`src/design/glyph_alpha_blend_clip_assert.svh`:
```
// Assertion macros shared by the glyph blender RTL.
// Depends on clk_i and rst_ni being visible in the including module.
`ifndef GLYPH_ALPHA_BLEND_CLIP_ASSERT_SVH
`define GLYPH_ALPHA_BLEND_CLIP_ASSERT_SVH

// Same-cycle implication, checked at every rising edge outside reset.
`define GABC_ASSERT_NOW(label, ante, cons) \
  label: assert property (@(posedge clk_i) disable iff (!rst_ni) (ante) |-> (cons)) \
    else $error("glyph blender assertion failed");

// Next-cycle implication, checked at every rising edge outside reset.
`define GABC_ASSERT_NEXT(label, ante, cons) \
  label: assert property (@(posedge clk_i) disable iff (!rst_ni) (ante) |=> (cons)) \
    else $error("glyph blender assertion failed");

`endif

```
`src/design/gabc_pkg.sv`:
```
// Package for the glyph alpha blender: beat types, register map and constants.
// Used by gabc_lane and glyph_alpha_blend_clip; depends on nothing.
`timescale 1ns / 1ps

package gabc_pkg;

  localparam int unsigned ChanW    = 8;
  localparam int unsigned CoordW   = 16;
  localparam int unsigned FbDimW   = 14;
  localparam int unsigned AddrW    = 5;
  localparam int unsigned DataW    = 32;

  localparam logic [ChanW-1:0] CovFull  = 8'hff;
  localparam logic [ChanW-1:0] CovNone  = 8'h00;
  localparam logic [ChanW-1:0] AlphaOut = 8'hff;
  localparam int unsigned      RoundAdd = 127;
  // 2^23 / 255 rounded up; exact floor division for dividends below 66052.
  localparam int unsigned      RecipMul = 32897;
  localparam int unsigned      RecipSh  = 23;

  typedef enum logic [2:0] {
    RegClipLeft   = 3'd0,
    RegClipTop    = 3'd1,
    RegClipRight  = 3'd2,
    RegClipBottom = 3'd3,
    RegFbWidth    = 3'd4,
    RegFbHeight   = 3'd5
  } reg_idx_e;

  typedef struct packed {
    logic signed [CoordW-1:0] pixel_x;
    logic signed [CoordW-1:0] pixel_y;
    logic [ChanW-1:0]         coverage;
    logic [3*ChanW-1:0]       dest_rgb;
    logic [3*ChanW-1:0]       ink_rgb;
  } pix_in_t;

  typedef struct packed {
    logic        write_enable;
    logic [31:0] pixel_out;
  } pix_out_t;

endpackage

```
`src/design/gabc_lane.sv`:
```
// One color channel of the blender: product stage and divide-by-255 stage.
// Depends on gabc_pkg for widths and the reciprocal constant.
`timescale 1ns / 1ps

module gabc_lane import gabc_pkg::*; (
  input  logic             clk_i,
  input  logic             load_i,
  input  logic [ChanW-1:0] ca_i,
  input  logic [ChanW-1:0] cb_i,
  input  logic [ChanW-1:0] t_i,
  output logic [ChanW-1:0] c_o
);

  logic signed [ChanW:0]   diff;
  logic signed [17:0]      prod;
  logic signed [17:0]      p_d, p_q;
  logic [ChanW-1:0]        ca_q;
  logic [16:0]             mag;
  logic [33:0]             scaled;
  logic [ChanW-1:0]        quot;
  logic signed [ChanW+1:0] sum;

  // Stage one: signed difference times coverage, plus the rounding term.
  assign diff = $signed({1'b0, cb_i}) - $signed({1'b0, ca_i});
  assign prod = diff * $signed({1'b0, t_i});
  assign p_d  = prod + 18'(RoundAdd);

  always_ff @(posedge clk_i) begin
    if (load_i) begin
      p_q  <= p_d;
      ca_q <= ca_i;
    end
  end

  // Stage two: divide the magnitude by 255 and restore the sign, which
  // truncates toward zero, then add to the destination channel and clamp.
  assign mag    = p_q[17] ? 17'(-p_q) : 17'(p_q);
  assign scaled = 34'(mag) * 34'(RecipMul);
  assign quot   = scaled[RecipSh +: ChanW];

  always_comb begin
    if (p_q[17]) begin
      sum = $signed({2'b00, ca_q}) - $signed({2'b00, quot});
    end else begin
      sum = $signed({2'b00, ca_q}) + $signed({2'b00, quot});
    end
    if (sum < 0) begin
      c_o = '0;
    end else if (sum > 10'sd255) begin
      c_o = '1;
    end else begin
      c_o = sum[ChanW-1:0];
    end
  end

endmodule

```
`src/design/glyph_alpha_blend_clip.sv`:
```
// Top level of the glyph alpha blender: APB registers, clip test and pipeline.
// Depends on gabc_pkg, gabc_lane and glyph_alpha_blend_clip_assert.svh.
//
//   Channel   Direction  Handshake                    Beat
//   pixel in  input      in_valid_i / in_stall_o      pix_in_t
//   pixel out output     out_valid_o / out_stall_i    pix_out_t
//   config    input      psel/penable/pwrite/pready   32-bit register
//
// The block takes one pixel beat per clock while the output is not stalled
// and passes it through an input register, a product register and the
// result register. The per-channel multiplier and the divide-by-255 by
// reciprocal each own one of the two compute stages. Each stage advances
// when it is empty or the stage after it advances, so a stalled output
// fills the pipeline before the input side stalls. Reset clears every
// valid bit and all six registers to zero, which makes the clip region
// empty.
`timescale 1ns / 1ps
`include "glyph_alpha_blend_clip_assert.svh"

module glyph_alpha_blend_clip import gabc_pkg::*; (
  input  logic             clk_i,
  input  logic             rst_ni,
  input  logic             in_valid_i,
  output logic             in_stall_o,
  input  pix_in_t          in_data_i,
  output logic             out_valid_o,
  input  logic             out_stall_i,
  output pix_out_t         out_data_o,
  input  logic             psel,
  input  logic             penable,
  input  logic             pwrite,
  input  logic [AddrW-1:0] paddr,
  input  logic [DataW-1:0] pwdata,
  output logic [DataW-1:0] prdata,
  output logic             pready
);

  // Configuration registers.
  logic signed [CoordW-1:0] clip_left_q, clip_top_q, clip_right_q, clip_bottom_q;
  logic [FbDimW-1:0]        fb_width_q, fb_height_q;
  logic                     cfg_wr;
  reg_idx_e                 cfg_idx;

  assign pready  = 1'b1;
  assign cfg_wr  = psel && penable && pwrite && pready;
  assign cfg_idx = reg_idx_e'(paddr[AddrW-1:2]);

  always_ff @(posedge clk_i or negedge rst_ni) begin
    if (!rst_ni) begin
      clip_left_q   <= '0;
      clip_top_q    <= '0;
      clip_right_q  <= '0;
      clip_bottom_q <= '0;
      fb_width_q    <= '0;
      fb_height_q   <= '0;
    end else if (cfg_wr) begin
      case (cfg_idx)
        RegClipLeft:   clip_left_q   <= pwdata[CoordW-1:0];
        RegClipTop:    clip_top_q    <= pwdata[CoordW-1:0];
        RegClipRight:  clip_right_q  <= pwdata[CoordW-1:0];
        RegClipBottom: clip_bottom_q <= pwdata[CoordW-1:0];
        RegFbWidth:    fb_width_q    <= pwdata[FbDimW-1:0];
        RegFbHeight:   fb_height_q   <= pwdata[FbDimW-1:0];
        default: ;
      endcase
    end
  end

  // Reads return the stored value, with the signed edges sign extended.
  always_comb begin
    case (cfg_idx)
      RegClipLeft:   prdata = DataW'(clip_left_q);
      RegClipTop:    prdata = DataW'(clip_top_q);
      RegClipRight:  prdata = DataW'(clip_right_q);
      RegClipBottom: prdata = DataW'(clip_bottom_q);
      RegFbWidth:    prdata = DataW'(fb_width_q);
      RegFbHeight:   prdata = DataW'(fb_height_q);
      default:       prdata = '0;
    endcase
  end

  // Pipeline flow control.
  logic s0_valid_q, s1_valid_q, out_valid_q;
  logic adv0, adv1, adv_out;

  assign adv_out    = !out_valid_q || !out_stall_i;
  assign adv1       = !s1_valid_q || adv_out;
  assign adv0       = !s0_valid_q || adv1;
  assign in_stall_o = !adv0;

  always_ff @(posedge clk_i or negedge rst_ni) begin
    if (!rst_ni) begin
      s0_valid_q  <= 1'b0;
      s1_valid_q  <= 1'b0;
      out_valid_q <= 1'b0;
    end else begin
      if (adv0) begin
        s0_valid_q <= in_valid_i;
      end
      if (adv1) begin
        s1_valid_q <= s0_valid_q;
      end
      if (adv_out) begin
        out_valid_q <= s1_valid_q;
      end
    end
  end

  // Input register.
  pix_in_t s0_q;

  always_ff @(posedge clk_i) begin
    if (adv0 && in_valid_i) begin
      s0_q <= in_data_i;
    end
  end

  // Clip rectangle intersected with the framebuffer, compared at 17 bits so
  // that the framebuffer size and the signed edges share one signed range.
  logic signed [CoordW:0] x0, y0, x1, y1, px, py, cr, cb, fw, fh;
  logic                   inside_d;

  always_comb begin
    px = {s0_q.pixel_x[CoordW-1], s0_q.pixel_x};
    py = {s0_q.pixel_y[CoordW-1], s0_q.pixel_y};
    x0 = clip_left_q[CoordW-1] ? '0 : {1'b0, clip_left_q};
    y0 = clip_top_q[CoordW-1]  ? '0 : {1'b0, clip_top_q};
    cr = {clip_right_q[CoordW-1], clip_right_q};
    cb = {clip_bottom_q[CoordW-1], clip_bottom_q};
    fw = $signed({3'b000, fb_width_q});
    fh = $signed({3'b000, fb_height_q});
    x1 = (cr > fw) ? fw : cr;
    y1 = (cb > fh) ? fh : cb;
    inside_d = (px >= x0) && (px < x1) && (py >= y0) && (py < y1);
  end

  // Second stage: clip verdict, coverage class and the ink color.
  logic               s1_inside_q, s1_cov_nz_q, s1_cov_full_q;
  logic [3*ChanW-1:0] s1_ink_q;

  always_ff @(posedge clk_i) begin
    if (adv1) begin
      s1_inside_q   <= inside_d;
      s1_cov_nz_q   <= (s0_q.coverage != CovNone);
      s1_cov_full_q <= (s0_q.coverage == CovFull);
      s1_ink_q      <= s0_q.ink_rgb;
    end
  end

  // Channel lanes, blue in the low byte.
  logic [3*ChanW-1:0] blend_rgb;

  for (genvar g = 0; g < 3; g++) begin : g_lane
    gabc_lane u_lane (
      .clk_i  (clk_i),
      .load_i (adv1),
      .ca_i   (s0_q.dest_rgb[g*ChanW +: ChanW]),
      .cb_i   (s0_q.ink_rgb[g*ChanW +: ChanW]),
      .t_i    (s0_q.coverage),
      .c_o    (blend_rgb[g*ChanW +: ChanW])
    );
  end

  // Result register. A pixel that is not written carries zero.
  pix_out_t out_d, out_data_q;

  always_comb begin
    out_d.write_enable = s1_inside_q && s1_cov_nz_q;
    if (out_d.write_enable) begin
      out_d.pixel_out = {AlphaOut, s1_cov_full_q ? s1_ink_q : blend_rgb};
    end else begin
      out_d.pixel_out = '0;
    end
  end

  always_ff @(posedge clk_i) begin
    if (adv_out) begin
      out_data_q <= out_d;
    end
  end

  assign out_valid_o = out_valid_q;
  assign out_data_o  = out_data_q;

  // A skipped pixel never carries color, and a written one is opaque.
  `GABC_ASSERT_NOW(a_skip_zero, out_valid_q && !out_data_q.write_enable,
                   out_data_q.pixel_out == '0)
  `GABC_ASSERT_NOW(a_write_opaque, out_valid_q && out_data_q.write_enable,
                   out_data_q.pixel_out[31:24] == AlphaOut)
  // The input side only stalls when every stage holds a beat.
  `GABC_ASSERT_NOW(a_stall_full, in_stall_o,
                   s0_valid_q && s1_valid_q && out_valid_q)
  // A beat leaving the middle stage always lands in the result register.
  `GABC_ASSERT_NEXT(a_s1_moves, s1_valid_q && adv_out, out_valid_q)

endmodule

```
`config.mk`:
```
export PLATFORM = sky130hd
export DESIGN_NAME = glyph_alpha_blend_clip
export DESIGN_NICKNAME = d
export VERILOG_FILES = /design/src/design/gabc_pkg.sv /design/src/design/gabc_lane.sv /design/src/design/glyph_alpha_blend_clip.sv
export VERILOG_INCLUDE_DIRS = /design/src /design/src/design
export SDC_FILE = /design/constraint.sdc
export NUM_CORES = 1
export LEC_CHECK = 0
export BUFFER_PORTS_ARGS = -buffer_cell sky130_fd_sc_hd__buf_2
export CAP_MARGIN = 20
export CORE_MARGIN = 3
export CORE_UTILIZATION = 60
export DETAILED_ROUTE_END_ITERATION = 10
export PLACE_DENSITY = 0.84
export SLEW_MARGIN = 20
export SYNTH_ARGS = -nofsm -noshare
export SYNTH_HDL_FRONTEND = slang
export SYNTH_SLANG_ARGS = --single-unit
```
`constraint.sdc`:
```
create_clock -name clk_i -period 18.9 [get_ports clk_i]
set_input_delay 3.78 -clock clk_i [delete_from_list [all_inputs] [get_ports clk_i]]
set_output_delay 3.78 -clock clk_i [all_outputs]
set_load 0.01 [all_outputs]
```
==> flow_summary.toml <==
[run_status]
status = "finished, final reports clean"

[floorplanning]
fp.dieArea_mm2 = 0.0550
core_area_mm2 = 0.0515
die_w_um = 234
initial_utilization_pct = 60.8
ios = 200
die_h_um = 234
rows = 83

[placement]
place_ws_ns = 9.33
io_buffers = 180
post-dp-hpwl_mm = 55.4
gp_congestion = 0.900
dp_cells = 3868

[clock_network]
clkTransAtPathRegs_ns = 0.07
cts_tree = "yes"
cts_resized = 0
root_buffer = "clkbuf_16"
cts.sinks = 313
clockBufferDepth = 3
tritoncts.num_buffers = 37
clk_latency_ns = 0.57
htree_num_levels = 2
postCtsSetupRepairBufs = 0
holdBufCountCts = 0

[critical_path]
path_class = "in2out"
crit_path_start_kind = "primary input"
cp-startpoint = "paddr[2]"
path_max_fanout = 44
cp-end-kind = "primary output"
r2r_cells = 28
arrival_ns = 5.77
required_ns = 15.12
r2r_start = "g_lane[0].u_lane.p_q[3]$_DFFE_PP_"

[logic_synthesis]
synth_compound_area_share_pct = 10.6
netlist_area_mm2 = 0.0313
synth_top_family_by_area = "adder cells"
synth_mux_area_share_pct = 4.04
yosys.area_share.simple_pct = 12.2
synth_adder_area_share_pct = 32.0
syn_avg_cell_area_um2 = 10.1
yosysMostFrequentCell = "ha_1"
synth-seq-cells = 313
synthTopCellsByCount = "ha_1, inv_1, nand2_1"
yosysWarningCount = 0
syn_nets = 3906
yosys-top-cells-area = "edfxtp_1, ha_1, fa_1"
synth_top_area_share_pct = 20.9
async_flop_share_pct = 30.4
ys.flop_type = "edfxtp_1"
yosysTopAreaCell = "edfxtp_1"
synth_xor_area_share_pct = 6.02
yosys.cell_types.count = 92
synth_edf_count = 218
ys_seq_area_share_pct = 28.5
synth_cells = 3092

[timing]
worst_slack_ns = 9.35
fin_crit_ns = 9.55
fin_skew_ns = 0.0170
maxSlewViolCount = 0
fmax_ghz = 0.105
fin_setup_tns_ns = 0
min_period_over_period_pct = 50.5
finalSetupViolations = 0
rsz0062_at_grt = "false"
worst_pin_slew_ns = 1.12
hold_viol = 0
maxSlewHeadroom_pct = 25.3

[worst_hold_path]
worstHoldStart = "s0_q[31]$_DFFE_PP_"
worstHoldPathType = "reg2reg"
hold_depth = 0

[global_routing]
grt_first_pass_wirelength_mm = 115
grt_overflow = 0
grt_pass1_vias = 23000
grt_max_degree = 71
antenna_found_initial = 2
grt_use_total_pct = 26.3

[run]
max_cap_violations = 0

[final_layout]
fin_cells = 3940
drive_above_1_share_pct = 11.8
nets = 4043
areaGrowthSynthToFinish_pct = 8.42

[detailed_routing]
route.detailed.drc = 0
wl_per_cell_um = 18.1
routed_wirelength_mm = 71.4
dr.pass1.iters = 8
postRouteAntennaNets = 0
vias = 22900
via_per_inst = 5.81
drt-initial-drc-count = 1516
==> stage by stage <==
stage / cell area [um2] / hold slack, ns / util (%)
floorplan: 31300 / 0.426 / -
global placement: 32800 / 0.431 / 63.6
detailed placement: 32800 / 0.438 / 63.6
CTS: 33900 / 0.452 / 65.9
global route: 34000 / 0.462 / 65.9
finish: 34000 / 0.451 / 65.9
==> sequential cells by signal, indices dropped and copies added, names as in the netlist <==
| name | count |
|---|---|
| s1_valid_q | 1 |
| g_lane.u_lane.ca_q | 24 |
| g_lane.u_lane.p_q | 54 |
| py | 16 |
| out_data_o | 25 |
| s1_ink_q | 24 |
| fb_width_q | 14 |
| clip_right_q | 16 |
| clip_top_q | 16 |
| s1_cov_full_q | 1 |
| px | 16 |
| clip_left_q | 16 |
| s0_valid_q | 1 |
| fb_height_q | 14 |
| clip_bottom_q | 16 |
| s1_inside_q | 1 |
| s1_cov_nz_q | 1 |
| out_valid_o | 1 |
| s0_q | 56 |
==> kinds of logic after synthesis <==
kind of cell,Yosys count
simple gates,742
fa+ha+maj,682
buf+inv,526
compound gates,511
flops,313
xor+xnor,208
mux,109
other cells,1
==> final cells by class <==
class / count / area (um2)
well taps: 680 / 851
repair buffers: 197 / 1050
multi-input cells: 2253 / 20400
inverters: 427 / 1600
flip-flops and latches: 313 / 8920
clock inverters: 23 / 185
clock buffers: 45 / 987
fillers: 3897 / 17500
diodes: 2 / 5.00
==> routing by layer <==
metal / vias up / wire [um] / track usage [%]
li1: 10900 / - / -
met1: 11100 / 30200 / 34.9
met2: 792 / 34100 / 44.4
met3: 144 / 4600 / 3.69
met4: 0 / 2420 / 9.30
met5: - / 0 / 0
==> critical path, cell delays in order <==
cell and delay [ns]:
buf_2 0.75, mux4_2 0.38, nor2b_1 0.60, buf_2 0.26
==> cell usage in the layout (no fill, tap or decap), types with 10 or more instances in the layout <==
master,synthesis,layout
a211o_1,11,11
a21o_1,41,41
a21oi_1,153,153
a31oi_1,11,11
and2_1,113,112
and3_1,17,17
buf_2,5,179
buf_4,25,16
clkbuf_16,0,38
dfrtp_1,95,95
edfxtp_1,218,218
fa_1,198,198
ha_1,484,484
inv_1,425,425
mux2_2,69,69
mux2i_1,33,33
nand2_1,229,229
nand2b_1,68,68
nand3_1,49,48
nand4_1,24,24
nor2_1,107,107
nor2b_1,40,40
nor3_1,31,30
o21a_1,20,20
o21ai_0,112,112
o21bai_1,17,17
o221ai_1,17,17
o22ai_1,10,10
o31ai_1,21,21
or3_1,13,13
xnor2_1,133,133
xor2_1,68,68
==> final timing paths <==
check                      slack, ns                                  to
max                             9.35                          prdata[21]
min                             0.45  g_lane[0].u_lane.ca_q[7]$_DFFE_PP_
max reg2reg                    11.15         out_data_o[7]$_SDFFCE_PN0P_
min reg2reg                     0.45  g_lane[0].u_lane.ca_q[7]$_DFFE_PP_
max in group asynchronous      14.60        clip_bottom_q[9]$_DFFE_PN0P_
min in group asynchronous       3.13          clip_left_q[0]$_DFFE_PN0P_
Power is not shown: default switching activity piles up to over one toggle a cycle in this logic, so the estimate is an artifact.
